===== config.mk =====
export PLATFORM = sky130hd
export DESIGN_NAME = touchpad_tap_and_glide_translator
export DESIGN_NICKNAME = d
export VERILOG_FILES = /design/src/sv/ttgt_pkg.sv /design/src/sv/touchpad_tap_and_glide_translator.sv /design/src/sv/ttgt_queue.sv /design/src/sv/ttgt_front.sv /design/src/sv/ttgt_back.sv
export SDC_FILE = /design/constraint.sdc
export NUM_CORES = 1
export LEC_CHECK = 0
export BUFFER_PORTS_ARGS = -buffer_cell sky130_fd_sc_hd__buf_2
export CORE_ASPECT_RATIO = 0.9
export CORE_MARGIN = 2
export CORE_UTILIZATION = 65
export DETAILED_ROUTE_END_ITERATION = 12
export MAX_ROUTING_LAYER = met4
export PLACE_DENSITY = 0.92
export RECOVER_POWER = 100
export REMOVE_ABC_BUFFERS = 1
export SYNTH_ARGS = -nofsm -noshare
export SYNTH_HDL_FRONTEND = slang
export SYNTH_SLANG_ARGS = --single-unit

===== constraint.sdc =====
create_clock -name aclk -period 21.1 [get_ports aclk]
set_input_delay 0 -clock aclk [delete_from_list [all_inputs] [get_ports aclk]]
set_output_delay 0 -clock aclk [all_outputs]
set_load 0.1 [all_outputs]

===== src/sv/ttgt_pkg.sv =====
// Shared constants and codes of the touchpad tap and glide translator.
// No dependencies; imported by the top level, ttgt_front, ttgt_back and the bench.
package ttgt_pkg;

    // Default coordinate width; coordinates saturate at 2^COORD_BITS-1
    localparam int COORD_BITS_DEF = 9;

    // Scaled quotient width: (v+32767)*255/(top+32767) never exceeds 510
    localparam int QUOT_BITS = 9;
    localparam int PROD_BITS = 24;
    localparam int DIVR_BITS = 16;
    localparam int RAW_BITS  = 16;
    localparam int TIME_BITS = 32;
    localparam int TOP_BITS  = 15;
    localparam int LIM_BITS  = 8;
    localparam int DELTA_BITS = 6;

    // Depth of the queue between front and back
    localparam int QUEUE_DEPTH_DEF = 2;

    // Input command codes
    localparam logic [1:0] CMD_X_SAMPLE  = 2'd0;
    localparam logic [1:0] CMD_Y_SAMPLE  = 2'd1;
    localparam logic [1:0] CMD_FINGER_UP = 2'd2;
    localparam logic [1:0] CMD_OTHER     = 2'd3;

    // Result action codes
    localparam logic [1:0] ACT_MOVE  = 2'd0;
    localparam logic [1:0] ACT_LEFT  = 2'd1;
    localparam logic [1:0] ACT_RIGHT = 2'd2;

    // Register map indexes
    localparam logic [1:0] REG_X_TOP       = 2'd0;
    localparam logic [1:0] REG_Y_TOP       = 2'd1;
    localparam logic [1:0] REG_JUMP_LIMIT  = 2'd2;
    localparam logic [1:0] REG_GLIDE_START = 2'd3;

    // Register reset values
    localparam logic [TOP_BITS-1:0] X_TOP_RST       = 15'd5800;
    localparam logic [TOP_BITS-1:0] Y_TOP_RST       = 15'd16000;
    localparam logic [LIM_BITS-1:0] JUMP_LIMIT_RST  = 8'd10;
    localparam logic [LIM_BITS-1:0] GLIDE_START_RST = 8'd10;

    // Offset that moves a signed raw reading onto a 0-based scale
    localparam logic [DIVR_BITS-1:0] RAW_OFFSET = 16'd32767;

endpackage


===== src/sv/touchpad_tap_and_glide_translator.sv =====
// Touchpad tap and glide translator: X/Y samples and finger-up words in, moves and clicks out.
// The front takes no new word until it has pushed the last; X/Y samples first pass through
//   the 9-step serial divider in the front. The back takes no new word until it has judged the
//   last one and, when a finger-up gives a click and a move, loaded the move behind the click.
// Reset: aresetn synchronous, active low; clears gesture state, reloads register defaults.
// Depends on ttgt_pkg, ttgt_front, ttgt_queue, ttgt_back.
module touchpad_tap_and_glide_translator #(
    parameter int COORD_BITS  = ttgt_pkg::COORD_BITS_DEF,
    parameter int QUEUE_DEPTH = ttgt_pkg::QUEUE_DEPTH_DEF
) (
    input  logic        aclk,
    input  logic        aresetn,
    // input stream
    input  logic        s_tvalid,
    output logic        s_tready,
    input  logic [47:0] s_tdata,   // raw_value [15:0], now_seconds [47:16]
    input  logic [1:0]  s_tuser,   // command [1:0]
    // result stream
    output logic        m_tvalid,
    input  logic        m_tready,
    output logic [15:0] m_tdata,   // move_dx [5:0], move_dy [11:6], zero [15:12]
    output logic [1:0]  m_tuser,   // action [1:0]
    output logic        m_tlast,
    // register port
    input  logic        psel,
    input  logic        penable,
    input  logic        pwrite,
    input  logic [3:0]  paddr,
    input  logic [31:0] pwdata,
    output logic [31:0] prdata,
    output logic        pready
);
    import ttgt_pkg::*;

    localparam int QW = 2 + COORD_BITS + TIME_BITS;

    logic [TOP_BITS-1:0] x_top_reg, y_top_reg;
    logic [LIM_BITS-1:0] jump_limit_reg, glide_start_reg;
    logic                cfg_write;
    logic [1:0]          cfg_index;

    logic                  f_push_valid, f_push_ready;
    logic [1:0]            f_cmd;
    logic [COORD_BITS-1:0] f_coord;
    logic [TIME_BITS-1:0]  f_now;
    logic                  b_pop_valid, b_pop_ready;
    logic [QW-1:0]         q_in, q_out;
    logic [DELTA_BITS-1:0] out_dx, out_dy;

    // register port
    assign pready    = 1'b1;
    assign cfg_write = psel && penable && pwrite;
    assign cfg_index = paddr[3:2];

    always_ff @(posedge aclk) begin
        if (!aresetn) begin
            x_top_reg       <= X_TOP_RST;
            y_top_reg       <= Y_TOP_RST;
            jump_limit_reg  <= JUMP_LIMIT_RST;
            glide_start_reg <= GLIDE_START_RST;
        end else if (cfg_write) begin
            case (cfg_index)
                REG_X_TOP:       x_top_reg       <= pwdata[TOP_BITS-1:0];
                REG_Y_TOP:       y_top_reg       <= pwdata[TOP_BITS-1:0];
                REG_JUMP_LIMIT:  jump_limit_reg  <= pwdata[LIM_BITS-1:0];
                REG_GLIDE_START: glide_start_reg <= pwdata[LIM_BITS-1:0];
                default: ;
            endcase
        end
    end

    always_comb begin
        case (cfg_index)
            REG_X_TOP:       prdata = 32'(x_top_reg);
            REG_Y_TOP:       prdata = 32'(y_top_reg);
            REG_JUMP_LIMIT:  prdata = 32'(jump_limit_reg);
            REG_GLIDE_START: prdata = 32'(glide_start_reg);
            default:         prdata = '0;
        endcase
    end

    // front: accept and scale
    ttgt_front #(
        .COORD_BITS (COORD_BITS)
    ) u_front (
        .aclk             (aclk),
        .aresetn          (aresetn),
        .in_valid         (s_tvalid),
        .in_ready         (s_tready),
        .in_command       (s_tuser),
        .in_raw_value     (s_tdata[15:0]),
        .in_now_seconds   (s_tdata[47:16]),
        .x_axis_top       (x_top_reg),
        .y_axis_top       (y_top_reg),
        .push_valid       (f_push_valid),
        .push_ready       (f_push_ready),
        .push_command     (f_cmd),
        .push_coord       (f_coord),
        .push_now_seconds (f_now)
    );

    assign q_in = {f_now, f_coord, f_cmd};

    // queue between front and back
    ttgt_queue #(
        .WIDTH (QW),
        .DEPTH (QUEUE_DEPTH)
    ) u_queue (
        .aclk       (aclk),
        .aresetn    (aresetn),
        .push_valid (f_push_valid),
        .push_ready (f_push_ready),
        .push_data  (q_in),
        .pop_valid  (b_pop_valid),
        .pop_ready  (b_pop_ready),
        .pop_data   (q_out)
    );

    // back: gestures and results
    ttgt_back #(
        .COORD_BITS (COORD_BITS)
    ) u_back (
        .aclk            (aclk),
        .aresetn         (aresetn),
        .pop_valid       (b_pop_valid),
        .pop_ready       (b_pop_ready),
        .pop_command     (q_out[1:0]),
        .pop_coord       (q_out[COORD_BITS+1:2]),
        .pop_now_seconds (q_out[QW-1:COORD_BITS+2]),
        .jump_limit      (jump_limit_reg),
        .glide_start     (glide_start_reg),
        .out_valid       (m_tvalid),
        .out_ready       (m_tready),
        .out_action      (m_tuser),
        .out_move_dx     (out_dx),
        .out_move_dy     (out_dy),
        .out_last        (m_tlast)
    );

    assign m_tdata = {4'd0, out_dy, out_dx};

endmodule


===== src/sv/ttgt_queue.sv =====
// Small flip-flop FIFO that decouples the front (scaling) from the back (gesture logic).
// Depends on nothing; depth must be a power of two.
module ttgt_queue #(
    parameter int WIDTH = 8,
    parameter int DEPTH = 2
) (
    input  logic             aclk,
    input  logic             aresetn,
    input  logic             push_valid,
    output logic             push_ready,
    input  logic [WIDTH-1:0] push_data,
    output logic             pop_valid,
    input  logic             pop_ready,
    output logic [WIDTH-1:0] pop_data
);
    localparam int PW = (DEPTH > 1) ? $clog2(DEPTH) : 1;
    localparam int CW = $clog2(DEPTH + 1);

    logic [WIDTH-1:0] entry_reg [DEPTH];
    logic [PW-1:0]    wr_ptr_reg, rd_ptr_reg;
    logic [CW-1:0]    count_reg;
    logic             do_push, do_pop;

    assign push_ready = (count_reg != CW'(DEPTH));
    assign pop_valid  = (count_reg != '0);
    assign pop_data   = entry_reg[rd_ptr_reg];
    assign do_push    = push_valid & push_ready;
    assign do_pop     = pop_valid & pop_ready;

    // pointers and fill count
    always_ff @(posedge aclk) begin
        if (!aresetn) begin
            wr_ptr_reg <= '0;
            rd_ptr_reg <= '0;
            count_reg  <= '0;
        end else begin
            if (do_push) wr_ptr_reg <= wr_ptr_reg + 1'b1;
            if (do_pop)  rd_ptr_reg <= rd_ptr_reg + 1'b1;
            if (do_push && !do_pop)      count_reg <= count_reg + 1'b1;
            else if (do_pop && !do_push) count_reg <= count_reg - 1'b1;
        end
    end

    // storage
    always_ff @(posedge aclk) begin
        if (do_push) entry_reg[wr_ptr_reg] <= push_data;
    end

    assert property (@(posedge aclk) disable iff (!aresetn)
        count_reg <= CW'(DEPTH))
        else $error("queue fill count beyond depth");
    assert property (@(posedge aclk) disable iff (!aresetn)
        (do_push && !do_pop) |=> (count_reg == $past(count_reg) + 1'b1))
        else $error("queue count did not follow a push");
    assert property (@(posedge aclk) disable iff (!aresetn)
        (count_reg == '0) |-> (wr_ptr_reg == rd_ptr_reg))
        else $error("empty queue with pointers apart");

endmodule


===== src/sv/ttgt_front.sv =====
// Front end: accepts input words, scales X/Y samples with a bit-serial divider.
// Depends on ttgt_pkg; feeds ttgt_queue.
module ttgt_front #(
    parameter int COORD_BITS = ttgt_pkg::COORD_BITS_DEF
) (
    input  logic                           aclk,
    input  logic                           aresetn,
    input  logic                           in_valid,
    output logic                           in_ready,
    input  logic [1:0]                     in_command,
    input  logic [ttgt_pkg::RAW_BITS-1:0]  in_raw_value,
    input  logic [ttgt_pkg::TIME_BITS-1:0] in_now_seconds,
    input  logic [ttgt_pkg::TOP_BITS-1:0]  x_axis_top,
    input  logic [ttgt_pkg::TOP_BITS-1:0]  y_axis_top,
    output logic                           push_valid,
    input  logic                           push_ready,
    output logic [1:0]                     push_command,
    output logic [COORD_BITS-1:0]          push_coord,
    output logic [ttgt_pkg::TIME_BITS-1:0] push_now_seconds
);
    import ttgt_pkg::*;

    localparam int WIDE = (COORD_BITS > QUOT_BITS) ? COORD_BITS : QUOT_BITS;
    localparam logic [WIDE-1:0] CMAX = WIDE'((64'd1 << COORD_BITS) - 64'd1);
    localparam int CNT_BITS = $clog2(QUOT_BITS);

    typedef enum logic [3:0] {
        F_IDLE = 4'b0001,
        F_MUL  = 4'b0010,
        F_DIV  = 4'b0100,
        F_PUSH = 4'b1000
    } front_state_t;

    front_state_t           state_reg, state_next;
    logic [1:0]             cmd_reg;
    logic [RAW_BITS-1:0]    raw_reg;
    logic [TIME_BITS-1:0]   now_reg;
    logic [DIVR_BITS-1:0]   rem_reg;
    logic [QUOT_BITS-1:0]   quot_reg;
    logic [DIVR_BITS-1:0]   divr_reg;
    logic [CNT_BITS-1:0]    cnt_reg;

    logic signed [RAW_BITS:0] num_s;
    logic [DIVR_BITS-1:0]     num_u;
    logic [PROD_BITS-1:0]     prod;
    logic [DIVR_BITS:0]       trial;
    logic                     trial_ge;
    logic [WIDE-1:0]          quot_wide;

    // offset the raw reading and scale by 255 as (n << 8) - n
    always_comb begin
        num_s = {raw_reg[RAW_BITS-1], raw_reg} + $signed({1'b0, RAW_OFFSET});
        num_u = num_s[DIVR_BITS-1:0];
        if (num_s[RAW_BITS] || num_s == '0) prod = '0;
        else prod = {num_u, 8'd0} - PROD_BITS'(num_u);
    end

    // one restoring division step
    always_comb begin
        trial    = {rem_reg, quot_reg[QUOT_BITS-1]};
        trial_ge = (trial >= {1'b0, divr_reg});
    end

    assign quot_wide = WIDE'(quot_reg);

    assign in_ready         = (state_reg == F_IDLE);
    assign push_valid       = (state_reg == F_PUSH);
    assign push_command     = cmd_reg;
    assign push_now_seconds = now_reg;
    assign push_coord       = (quot_wide > CMAX) ? COORD_BITS'(CMAX)
                                                 : COORD_BITS'(quot_wide);

    // sequencer
    always_comb begin
        state_next = state_reg;
        case (state_reg)
            F_IDLE: begin
                if (in_valid) begin
                    if (in_command == CMD_X_SAMPLE || in_command == CMD_Y_SAMPLE)
                        state_next = F_MUL;
                    else
                        state_next = F_PUSH;
                end
            end
            F_MUL:  state_next = F_DIV;
            F_DIV: begin
                if (cnt_reg == CNT_BITS'(QUOT_BITS - 1)) state_next = F_PUSH;
            end
            F_PUSH: begin
                if (push_ready) state_next = F_IDLE;
            end
            default: state_next = F_IDLE;
        endcase
    end

    always_ff @(posedge aclk) begin
        if (!aresetn) state_reg <= F_IDLE;
        else          state_reg <= state_next;
    end

    // datapath
    always_ff @(posedge aclk) begin
        case (state_reg)
            F_IDLE: begin
                if (in_valid) begin
                    cmd_reg  <= in_command;
                    raw_reg  <= in_raw_value;
                    now_reg  <= in_now_seconds;
                    quot_reg <= '0;
                end
            end
            F_MUL: begin
                rem_reg  <= {1'b0, prod[PROD_BITS-1:QUOT_BITS]};
                quot_reg <= prod[QUOT_BITS-1:0];
                divr_reg <= {1'b0, (cmd_reg == CMD_X_SAMPLE) ? x_axis_top : y_axis_top}
                            + RAW_OFFSET;
                cnt_reg  <= '0;
            end
            F_DIV: begin
                rem_reg  <= trial_ge ? DIVR_BITS'(trial - {1'b0, divr_reg})
                                     : trial[DIVR_BITS-1:0];
                quot_reg <= {quot_reg[QUOT_BITS-2:0], trial_ge};
                cnt_reg  <= cnt_reg + 1'b1;
            end
            default: ;
        endcase
    end

    assert property (@(posedge aclk) disable iff (!aresetn)
        (state_reg == F_DIV) |-> (cnt_reg <= CNT_BITS'(QUOT_BITS - 1)))
        else $error("divider ran past its step count");
    assert property (@(posedge aclk) disable iff (!aresetn)
        (state_reg == F_MUL) |=> (state_reg == F_DIV))
        else $error("scaling did not enter the divider");
    assert property (@(posedge aclk) disable iff (!aresetn)
        (state_reg == F_DIV) |-> (rem_reg < divr_reg))
        else $error("partial remainder not below divisor");

endmodule


===== src/sv/ttgt_back.sv =====
// Back end: tap, glide and jump logic over queued words; owns the result register.
// Depends on ttgt_pkg; fed by ttgt_queue.
module ttgt_back #(
    parameter int COORD_BITS = ttgt_pkg::COORD_BITS_DEF
) (
    input  logic                            aclk,
    input  logic                            aresetn,
    input  logic                            pop_valid,
    output logic                            pop_ready,
    input  logic [1:0]                      pop_command,
    input  logic [COORD_BITS-1:0]           pop_coord,
    input  logic [ttgt_pkg::TIME_BITS-1:0]  pop_now_seconds,
    input  logic [ttgt_pkg::LIM_BITS-1:0]   jump_limit,
    input  logic [ttgt_pkg::LIM_BITS-1:0]   glide_start,
    output logic                            out_valid,
    input  logic                            out_ready,
    output logic [1:0]                      out_action,
    output logic [ttgt_pkg::DELTA_BITS-1:0] out_move_dx,
    output logic [ttgt_pkg::DELTA_BITS-1:0] out_move_dy,
    output logic                            out_last
);
    import ttgt_pkg::*;

    localparam int SB = COORD_BITS + 1;
    localparam logic signed [SB:0] D_MAX = 31;
    localparam logic signed [SB:0] D_MIN = -32;

    typedef enum logic [2:0] {
        ST_IDLE  = 3'b001,
        ST_JUDGE = 3'b010,
        ST_MOVE  = 3'b100
    } back_state_t;

    back_state_t            state_reg, state_next;
    logic [COORD_BITS-1:0]  cur_x_reg, cur_x_next, cur_y_reg, cur_y_next;
    logic [COORD_BITS-1:0]  prev_x_reg, prev_x_next, prev_y_reg, prev_y_next;
    logic                   gliding_reg, gliding_next;
    logic [LIM_BITS-1:0]    travel_reg, travel_next;
    logic [TIME_BITS-1:0]   tap_start_reg, tap_start_next;
    logic                   ignore_left_reg, ignore_left_next;
    logic [1:0]             cmd_reg, cmd_next;
    logic [TIME_BITS-1:0]   now_reg, now_next;
    logic                   click_pend_reg, click_pend_next;
    logic [1:0]             click_act_reg, click_act_next;
    logic [DELTA_BITS-1:0]  pend_dx_reg, pend_dx_next, pend_dy_reg, pend_dy_next;
    logic                   m_valid_reg, m_valid_next;
    logic [1:0]             m_action_reg, m_action_next;
    logic [DELTA_BITS-1:0]  m_dx_reg, m_dx_next, m_dy_reg, m_dy_next;
    logic                   m_last_reg, m_last_next;

    logic signed [SB-1:0]   dx_s, dy_s;
    logic [COORD_BITS-1:0]  adx, ady;
    logic [COORD_BITS:0]    step_sum;
    logic                   is_jump;
    logic [LIM_BITS:0]      travel_add;
    logic [LIM_BITS-1:0]    travel_sat;
    logic                   glide_new;
    logic                   move_gen;
    logic [DELTA_BITS-1:0]  enc_dx, enc_dy;
    logic                   out_free;

    // doubled step, saturated to six signed bits
    function automatic logic [DELTA_BITS-1:0] enc_delta(input logic signed [SB-1:0] d);
        logic signed [SB:0] d2;
        d2 = {d, 1'b0};
        if (d2 > D_MAX)      enc_delta = D_MAX[DELTA_BITS-1:0];
        else if (d2 < D_MIN) enc_delta = D_MIN[DELTA_BITS-1:0];
        else                 enc_delta = d2[DELTA_BITS-1:0];
    endfunction

    // step judgement from the registered coordinates
    always_comb begin
        dx_s       = $signed({1'b0, cur_x_reg}) - $signed({1'b0, prev_x_reg});
        dy_s       = $signed({1'b0, cur_y_reg}) - $signed({1'b0, prev_y_reg});
        adx        = dx_s[SB-1] ? COORD_BITS'(-dx_s) : COORD_BITS'(dx_s);
        ady        = dy_s[SB-1] ? COORD_BITS'(-dy_s) : COORD_BITS'(dy_s);
        step_sum   = {1'b0, adx} + {1'b0, ady};
        is_jump    = step_sum > (COORD_BITS + 1)'(jump_limit);
        travel_add = {1'b0, travel_reg} + {1'b0, step_sum[LIM_BITS-1:0]};
        travel_sat = travel_add[LIM_BITS] ? '1 : travel_add[LIM_BITS-1:0];
        glide_new  = gliding_reg | (travel_sat > glide_start);
        move_gen   = !is_jump && glide_new;
        enc_dx     = enc_delta(dx_s);
        enc_dy     = enc_delta(dy_s);
    end

    assign out_free  = !m_valid_reg || out_ready;
    assign pop_ready = (state_reg == ST_IDLE);

    assign out_valid   = m_valid_reg;
    assign out_action  = m_action_reg;
    assign out_move_dx = m_dx_reg;
    assign out_move_dy = m_dy_reg;
    assign out_last    = m_last_reg;

    // next state
    always_comb begin
        state_next       = state_reg;
        cur_x_next       = cur_x_reg;
        cur_y_next       = cur_y_reg;
        prev_x_next      = prev_x_reg;
        prev_y_next      = prev_y_reg;
        gliding_next     = gliding_reg;
        travel_next      = travel_reg;
        tap_start_next   = tap_start_reg;
        ignore_left_next = ignore_left_reg;
        cmd_next         = cmd_reg;
        now_next         = now_reg;
        click_pend_next  = click_pend_reg;
        click_act_next   = click_act_reg;
        pend_dx_next     = pend_dx_reg;
        pend_dy_next     = pend_dy_reg;
        m_valid_next     = m_valid_reg && !out_ready;
        m_action_next    = m_action_reg;
        m_dx_next        = m_dx_reg;
        m_dy_next        = m_dy_reg;
        m_last_next      = m_last_reg;

        case (state_reg)
            ST_IDLE: begin
                if (pop_valid) begin
                    cmd_next        = pop_command;
                    now_next        = pop_now_seconds;
                    click_pend_next = 1'b0;
                    case (pop_command)
                        CMD_X_SAMPLE: begin
                            prev_x_next = cur_x_reg;
                            cur_x_next  = pop_coord;
                        end
                        CMD_Y_SAMPLE: begin
                            prev_y_next = cur_y_reg;
                            cur_y_next  = pop_coord;
                        end
                        CMD_FINGER_UP: begin
                            if (gliding_reg) begin
                                ignore_left_next = 1'b1;
                            end else if (pop_now_seconds != tap_start_reg) begin
                                click_pend_next  = 1'b1;
                                click_act_next   = ACT_RIGHT;
                                ignore_left_next = 1'b1;
                            end else if (ignore_left_reg) begin
                                ignore_left_next = 1'b0;
                            end else begin
                                click_pend_next  = 1'b1;
                                click_act_next   = ACT_LEFT;
                                ignore_left_next = 1'b1;
                            end
                            gliding_next = 1'b0;
                        end
                        default: ;
                    endcase
                    state_next = ST_JUDGE;
                end
            end
            ST_JUDGE: begin
                if (out_free) begin
                    if (is_jump) begin
                        if (!gliding_reg) begin
                            travel_next = '0;
                            if (cur_x_reg != '0 && cur_y_reg != '0)
                                tap_start_next = now_reg;
                        end
                    end else begin
                        travel_next  = travel_sat;
                        gliding_next = glide_new;
                    end
                    state_next = ST_IDLE;
                    if (click_pend_reg) begin
                        m_valid_next  = 1'b1;
                        m_action_next = click_act_reg;
                        m_dx_next     = '0;
                        m_dy_next     = '0;
                        m_last_next   = !move_gen;
                        if (move_gen) begin
                            pend_dx_next = enc_dx;
                            pend_dy_next = enc_dy;
                            state_next   = ST_MOVE;
                        end
                    end else if (move_gen) begin
                        m_valid_next  = 1'b1;
                        m_action_next = ACT_MOVE;
                        m_dx_next     = enc_dx;
                        m_dy_next     = enc_dy;
                        m_last_next   = 1'b1;
                    end
                end
            end
            ST_MOVE: begin
                if (out_free) begin
                    m_valid_next  = 1'b1;
                    m_action_next = ACT_MOVE;
                    m_dx_next     = pend_dx_reg;
                    m_dy_next     = pend_dy_reg;
                    m_last_next   = 1'b1;
                    state_next    = ST_IDLE;
                end
            end
            default: state_next = ST_IDLE;
        endcase
    end

    // control and gesture state
    always_ff @(posedge aclk) begin
        if (!aresetn) begin
            state_reg       <= ST_IDLE;
            cur_x_reg       <= '0;
            cur_y_reg       <= '0;
            prev_x_reg      <= '0;
            prev_y_reg      <= '0;
            gliding_reg     <= 1'b0;
            travel_reg      <= '0;
            tap_start_reg   <= '0;
            ignore_left_reg <= 1'b1;
            click_pend_reg  <= 1'b0;
            m_valid_reg     <= 1'b0;
        end else begin
            state_reg       <= state_next;
            cur_x_reg       <= cur_x_next;
            cur_y_reg       <= cur_y_next;
            prev_x_reg      <= prev_x_next;
            prev_y_reg      <= prev_y_next;
            gliding_reg     <= gliding_next;
            travel_reg      <= travel_next;
            tap_start_reg   <= tap_start_next;
            ignore_left_reg <= ignore_left_next;
            click_pend_reg  <= click_pend_next;
            m_valid_reg     <= m_valid_next;
        end
    end

    // payload registers
    always_ff @(posedge aclk) begin
        cmd_reg       <= cmd_next;
        now_reg       <= now_next;
        click_act_reg <= click_act_next;
        pend_dx_reg   <= pend_dx_next;
        pend_dy_reg   <= pend_dy_next;
        m_action_reg  <= m_action_next;
        m_dx_reg      <= m_dx_next;
        m_dy_reg      <= m_dy_next;
        m_last_reg    <= m_last_next;
    end

    assert property (@(posedge aclk) disable iff (!aresetn)
        (state_reg == ST_MOVE) |-> m_valid_reg)
        else $error("pending move without a click ahead of it");
    assert property (@(posedge aclk) disable iff (!aresetn)
        (pop_valid && pop_ready) |=> (state_reg == ST_JUDGE))
        else $error("popped word not judged next");
    assert property (@(posedge aclk) disable iff (!aresetn)
        (state_reg == ST_JUDGE && cmd_reg == CMD_FINGER_UP) |-> !gliding_reg)
        else $error("glide survived finger-up");
    assert property (@(posedge aclk) disable iff (!aresetn)
        (travel_reg != $past(travel_reg)) |->
            (travel_reg == '0 || travel_reg > $past(travel_reg)))
        else $error("travel fell without a restart");

endmodule


==> results of run 1 <==
stage by stage:
stage               worst slack, ns  utilization  hold slack, ns  power (uW)  area [um2]
floorplan                     13.92            -          0.0619        1960       18700
global placement              13.62        0.688           0.176        2240       19900
detailed placement            13.43        0.688           0.178        2310       19900
CTS                           13.32        0.758          0.0770        3020       21900
global route                  12.21        0.754           0.154        3260       21800
finish                        12.84        0.754           0.147        3080       21800
cells in the mapped netlist (all sizes together) (9+ instances only):
cell      n
a211oi   30
a21o     18
a21oi    73
a31oi     9
and2     12
buf      30
clkbuf   58
dfxtp   138
edfxtp  242
ha       83
inv     104
mux2     35
mux2i   111
nand2   124
nand2b   18
nand3    29
nand4     9
nor2    168
nor2b    12
nor3     44
nor4     18
o21a     12
o21ai    59
o22ai    14
o31ai     9
or2      12
or3      13
xnor2    60
xor2     72
routing by layer:
metal,share of wire,vias to the layer above,wire length (um)
met5,0,-,0
met4,0.057,0,2830
met3,0.095,276,4710
met2,0.48,1010,23700
met1,0.37,6919,18400
li1,-,6524,-
power breakdown:
part	total [uW]	switching (uW)	internal, uW
logic	1410	871	537
registers	965	46.6	918
clock network	705	304	400
total	3080	1220	1850
final cells by class:
class	count	area (um2)
Sequential cell	380	10000
Multi-Input combinational cell	1179	8330
Fill cell	1755	7130
Timing Repair Buffer	192	1250
Clock buffer	62	1130
Tap cell	396	495
Inverter	104	392
Clock inverter	11	173
Antenna cell	2	5.00
final timing paths:
path / from / endpoint / slack (ns)
hold reg to reg: u_front.push_now_seconds[0]$_DFFE_PP_ / u_queue.entry_reg[1][11]$_DFFE_PP_ / 0.45
setup reg to reg: u_back.cur_x_reg[1]$_SDFFE_PN0P_ / u_back.out_move_dy[1]$_DFFE_PP_ / 12.84
setup / recovery: u_back.cur_x_reg[1]$_SDFFE_PN0P_ / u_back.out_move_dy[1]$_DFFE_PP_ / 12.84
hold / removal: s_tdata[33] / u_front.push_now_seconds[17]$_DFFE_PP_ / 0.15
what timing repair did:
action / CTS / global route
endpoints found under the hold margin: 104 / 0
buffers inserted: 0 / 0
hold buffers: 70 / 0
kinds of logic (layout without fill, tap and decap cells):
family | after synthesis | after routing
flip-flops | 380 | 380
XOR/XNOR | 132 | 132
AND/OR/NAND/NOR | 490 | 490
AO/OA/AOI/OAI | 293 | 293
other | 2 | 24
multiplexers | 154 | 154
adder cells (fa/ha/maj) | 88 | 88
buffers and inverters | 192 | 369
critical path, delay by kind of cell (launching register included):
kind	cells	cell delay, ns
compound gates	18	4.38
fa+ha+maj	4	1.21
buf+inv	1	0.35
flops	1	0.45
simple gates	7	1.50
placed cells by master (no fill, tap or decap), types with 58 or more instances in the layout:
master / instances
mux2i_1: 111
clkbuf_1: 70
dfxtp_1: 137
dlygate4sd3_1: 70
nor2_1: 166
nand2_1: 124
a21oi_1: 73
xor2_1: 72
xnor2_1: 60
buf_2: 66
inv_1: 103
edfxtp_1: 242
ha_1: 83
o21ai_0: 58
==> flow_metrics.tcl, run 1 <==
set metrics [dict create \
    synth.area.mux_share 0.0883 \
    synth_top_family_by_area "simple AND/OR/NAND/NOR gates" \
    syn_area_um2 19100 \
    use_met1 0.413 \
    ys_seq_elements 380 \
    area_growth_syn_to_layout_pct 14.3 \
    syn_area_per_cell_um2 11.0 \
    synth_edf_count 242 \
    cpMostUsedCell "a21oi_1" \
    port_buffers 105 \
    detail_route.first_pass.iterations 7 \
    path_clk_slew_ns 0.07 \
    drive_gt1_frac 0.0851 \
    violations "max-capacitance violations, max-slew violations" \
    synth_cells 1731 \
    die_x_um 185 \
    final_max_slew_viol_count 354 \
    rsz0062_at_grt "false" \
    worstPathRequired_ns 21.29 \
    min_period_ns 8.26 \
    fin_nets 2078 \
    synth_compound_area_frac 0.102 \
    setup_tns_ns 0 \
    grt_max_degree 96 \
    yosysWarnings 0 \
    final_hold_viol_count 0 \
    outcome "finished with violations" \
    cts_tree "done" \
    fmax_ghz 0.121 \
    crit_type "flip-flop to flip-flop" \
    place.gp.congestion 0.901 \
    synth_fa_ha_area_frac 0.0597 \
    postRouteAntennaNets 0 \
    hold_path_class "input pin to flip-flop" \
    synthSimpleGateAreaFrac 0.121 \
    fin_crit_sh 0.392 \
    postCtsResizedCells 0 \
    synth_seq_area_share 0.526 \
    wl_um 49600 \
    vias 14700 \
    ir_drop_mv 0.171 \
    busiest_layer "met2" \
    grt_pass1_wl_um 78300 \
    clock-sinks 380 \
    clk_latency_ns 0.56 \
    clockBufferDepth 3 \
    relSlewSlack -2.01 \
    skew_ns 0.0284 \
    largest_register_ffs 86 \
    dr.first_iter.drc_count 1795 \
    cp_slowest_cell "a211oi_1" \
    cp_max_fo 15 \
    fin_cells 2326 \
    synth_top_area_share 0.381 \
    grtUsageMet2 0.537 \
    hold-path-cell-count 2 \
    maxCapViolCount 8 \
    p_per_area_nw_per_um2 141 \
    post-dp-hpwl_um 28500 \
    dieArea_um2 30700 \
    viasPerCell 6.33 \
    reg2reg_depth 30 \
    grt_pass1_vias 14700 \
    crit_arrival_ns 8.45 \
    dp.cells 2181 \
    cts_root_buf "clkbuf_16" \
    synth.distinct_cells 79 \
    critPathLaunchType "flip-flop" \
    numCtsBuffers 40 \
    yosys-top-cells-area "edfxtp_1 38%, dfxtp_1 14%, mux2i_1 5.8%" \
    synth_top_cell_by_area "edfxtp_1" \
    async_flop_share 0 \
    power_leakage_uw 0.00825 \
    coreArea_um2 28900 \
    io_pins 147 \
    yosys_most_used_dff "edfxtp_1" \
    slowest_delay_ns 0.56 \
    end_kind "flip-flop" \
    grt_usage 0.335 \
    globalRouteOverflowTotal 0 \
    htreeDepth 2 \
    use_met3 0.0593 \
    worst_pin_slew_ns 4.51 \
    drc 0 \
    rows 59 \
    antenna_found_initial 2 \
    wire_per_inst_um 21.3 \
    start_util 0.660 \
    synth_xor_area_frac 0.0606 \
    die_h_um 167 \
    setup_violations 0 \
]
Power figures use the tool's default switching activity.
==> run 2, diff against run 1 <==
Settings changed: ABC_AREA from default to 1, CORE_UTILIZATION 65 to 55, PLACE_DENSITY 0.92 to 0.84.
Clock period 21.1 ns to 7.1 ns, I/O delays scaled along.
==> run 2 against run 1 <==
Against the previous run: the flow still finishes with violations (max-capacitance violations, max-slew violations); setup slack worse by 12 ns; design area up 3.8%; die area increased by 22%; sequential share of layout area shrank 1.7 points; final cell count increased by 27%; clock-buffer cell count is 5 lower; via count is 9.4% higher; non-clock buffer count is 2 lower; global-route usage shrank 7.7 points; synthesized cell count up 32%; utilization shrank 11 points; sequential cell count stayed put.
==> flow_metrics.tcl, run 2 <==
set metrics [dict create \
    cpMostUsedCell "nand2_1" \
    place.gp.congestion 0.921 \
    fin_crit_sh 0.901 \
    slowest_delay_ns 0.41 \
    rsz0062_at_grt "false" \
    fmax_ghz 0.156 \
    violations "max-capacitance violations, max-slew violations" \
    final_max_slew_viol_count 419 \
    async_flop_share 0 \
    start_util 0.561 \
    cts_tree "done" \
    grt_max_degree 104 \
    post-dp-hpwl_um 31600 \
    yosys-top-cells-area "edfxtp_1 37%, dfxtp_1 14%, nand2_1 9.5%" \
    skew_ns 0.0155 \
    drc 0 \
    globalRouteOverflowTotal 0 \
    cts_root_buf "clkbuf_16" \
    r2r-end "u_back.out_move_dy[4]$_DFFE_PP_" \
    crit_arrival_ns 6.64 \
    synth_top_area_share 0.367 \
    clock-sinks 380 \
    die_h_um 184 \
    fin_nets 2633 \
    final_hold_viol_count 0 \
    layout_common_cells "503 x nand2_1, 274 x inv_1, 242 x edfxtp_1, 217 x nor2_1, 181 x o21ai_0" \
    coreArea_um2 35300 \
    worst_pin_slew_ns 3.94 \
    path_clk_slew_ns 0.06 \
    layout_commonest_cell "nand2_1" \
    hold-path-cell-count 4 \
    hold_path_class "input pin to flip-flop" \
    vias 16100 \
    ys_seq_elements 380 \
    dr.first_iter.drc_count 1254 \
    end_kind "flip-flop" \
    drive_gt1_frac 0.0741 \
    yosys_most_used_dff "edfxtp_1" \
    synth_top_cell_by_area "edfxtp_1" \
    setup_tns_ns 0 \
    cp_max_fo 12 \
    yosysWarnings 0 \
    synth.distinct_cells 48 \
    wire_per_inst_um 16.0 \
    htreeDepth 2 \
    outcome "finished with violations" \
    die_x_um 204 \
    min_period_ns 6.40 \
    cp_slowest_cell "ha_1" \
    postRouteAntennaNets 0 \
    largest_register_ffs 86 \
    rrSetupSlack_ns 0.70 \
    maxCapViolCount 9 \
    reg2reg_depth 32 \
    synth_edf_count 242 \
    antenna_found_initial 0 \
    port_buffers 105 \
    detail_route.first_pass.iterations 6 \
    hp-start "penable" \
    crit_type "flip-flop to flip-flop" \
    numCtsBuffers 40 \
    relSlewSlack -1.62 \
    cts_setup_buffers 0 \
    area_growth_syn_to_layout_pct 14.2 \
    dieArea_um2 37600 \
    viasPerCell 5.46 \
    grt_pass1_vias 15700 \
    syn_area_per_cell_um2 8.66 \
    syn_area_um2 19800 \
    synth_seq_area_share 0.506 \
    clockBufferDepth 3 \
    setup_violations 0 \
    critPathLaunchType "flip-flop" \
    diodes 0 \
    synth_cells 2288 \
    worstPathRequired_ns 7.34 \
    io_pins 147 \
    clk_latency_ns 0.55 \
    reg2reg_from "u_back.cur_x_reg[5]$_SDFFE_PN0P_" \
    worstHoldEndpoint "glide_start_reg[1]$_SDFFE_PN1P_" \
    wl_um 47200 \
    yosysMostFrequentCell "nand2_1" \
    synth_commonest_cells "503 x nand2_1, 273 x inv_1, 242 x edfxtp_1, 213 x nor2_1, 182 x o21ai_0" \
    grt_usage 0.258 \
    rows 65 \
    grt_pass1_wl_um 76200 \
]
[run 2: cell types whose count changed in the layout (fill, tap and decap cells not counted), sizes merged, moves of 20 or more]
cell    delta
nand2    +395
inv      +174
o21ai    +126
mux2i    -110
nand3    +106
a21oi     +77
nor2      +60
mux2      -35
nand4     +35
a211oi    -30
xor2      -27
nor3      -26
o211ai    +20
[run 2: kinds of logic after synthesis]
family / count (synthesis) / synth area share
xor+xnor: 87 / 0.0400
mux: 1 / 0.000505
flops: 380 / 0.506
simple gates: 976 / 0.216
fa+ha+maj: 88 / 0.0575
buf+inv: 365 / 0.0749
other cells: 2 / 0.000379
compound gates: 389 / 0.104
[run 2: layout make-up]
class / instances / area, um2
timing repair buffer: 190 / 1250
multi-input combinational: 1563 / 8320
clock inverter: 17 / 239
clock buffer: 57 / 1170
inverter: 277 / 1040
sequential: 380 / 10000
fill: 2764 / 12700
tap: 469 / 587
[run 2: worst max path at each step]
stage                                       from                                     to  slack (ns)
5_1_grt        u_back.prev_x_reg[3]$_SDFFE_PN0P_  u_back.tap_start_reg[20]$_SDFFE_PN0P_        0.09
4_1_cts        u_back.prev_y_reg[2]$_SDFFE_PN0P_        u_back.out_move_dy[2]$_DFFE_PP_        0.60
3_5_place_dp   u_back.prev_y_reg[2]$_SDFFE_PN0P_        u_back.out_move_dy[4]$_DFFE_PP_        0.63
2_1_floorplan   u_back.cur_y_reg[0]$_SDFFE_PN0P_     u_back.out_action[0]$_SDFFCE_PP0P_        1.12
6_report        u_back.cur_x_reg[5]$_SDFFE_PN0P_        u_back.out_move_dy[4]$_DFFE_PP_        0.70
3_3_place_gp   u_back.prev_y_reg[2]$_SDFFE_PN0P_        u_back.out_move_dy[4]$_DFFE_PP_        0.75
[run 2: what timing repair did]
action,4_1_cts,5_1_grt
setup endpoints to repair,0,12
hold endpoints to repair,121,0
hold buffers,69,0
gates resized for setup,0,2
[run 2: metrics by stage]
step	hold WS, ns	instances	utilization	setup WS, ns	instance area [um2]
2_1_floorplan	0.0785	2220	-	1.12	19400
3_3_place_gp	0.176	2810	0.587	0.752	20700
3_5_place_dp	0.178	2810	0.587	0.633	20700
4_1_cts	0.0394	2953	0.646	0.605	22800
5_1_grt	0.128	2953	0.641	0.0915	22600
6_report	0.0629	2953	0.641	0.701	22600
[run 2: worst max-delay path, delay by kind of cell, from the launching register on]
family | cells | cell delay [ns]
adder cells (fa/ha/maj) | 4 | 1.36
AND/OR/NAND/NOR | 16 | 1.70
XOR/XNOR | 1 | 0.26
AO/OA/AOI/OAI | 8 | 1.85
flip-flops | 1 | 0.34
buffers and inverters | 3 | 0.57
[run 2: layer usage]
layer,wire length [um],track usage
met4,1660,0.101
met5,0,-
met3,2570,0.0330
met2,22600,0.427
met1,20400,0.323
Power of run 2 is left out: the tool's default activity adds up to more than one toggle a clock period on the data nets, which glitch-free logic cannot reach.
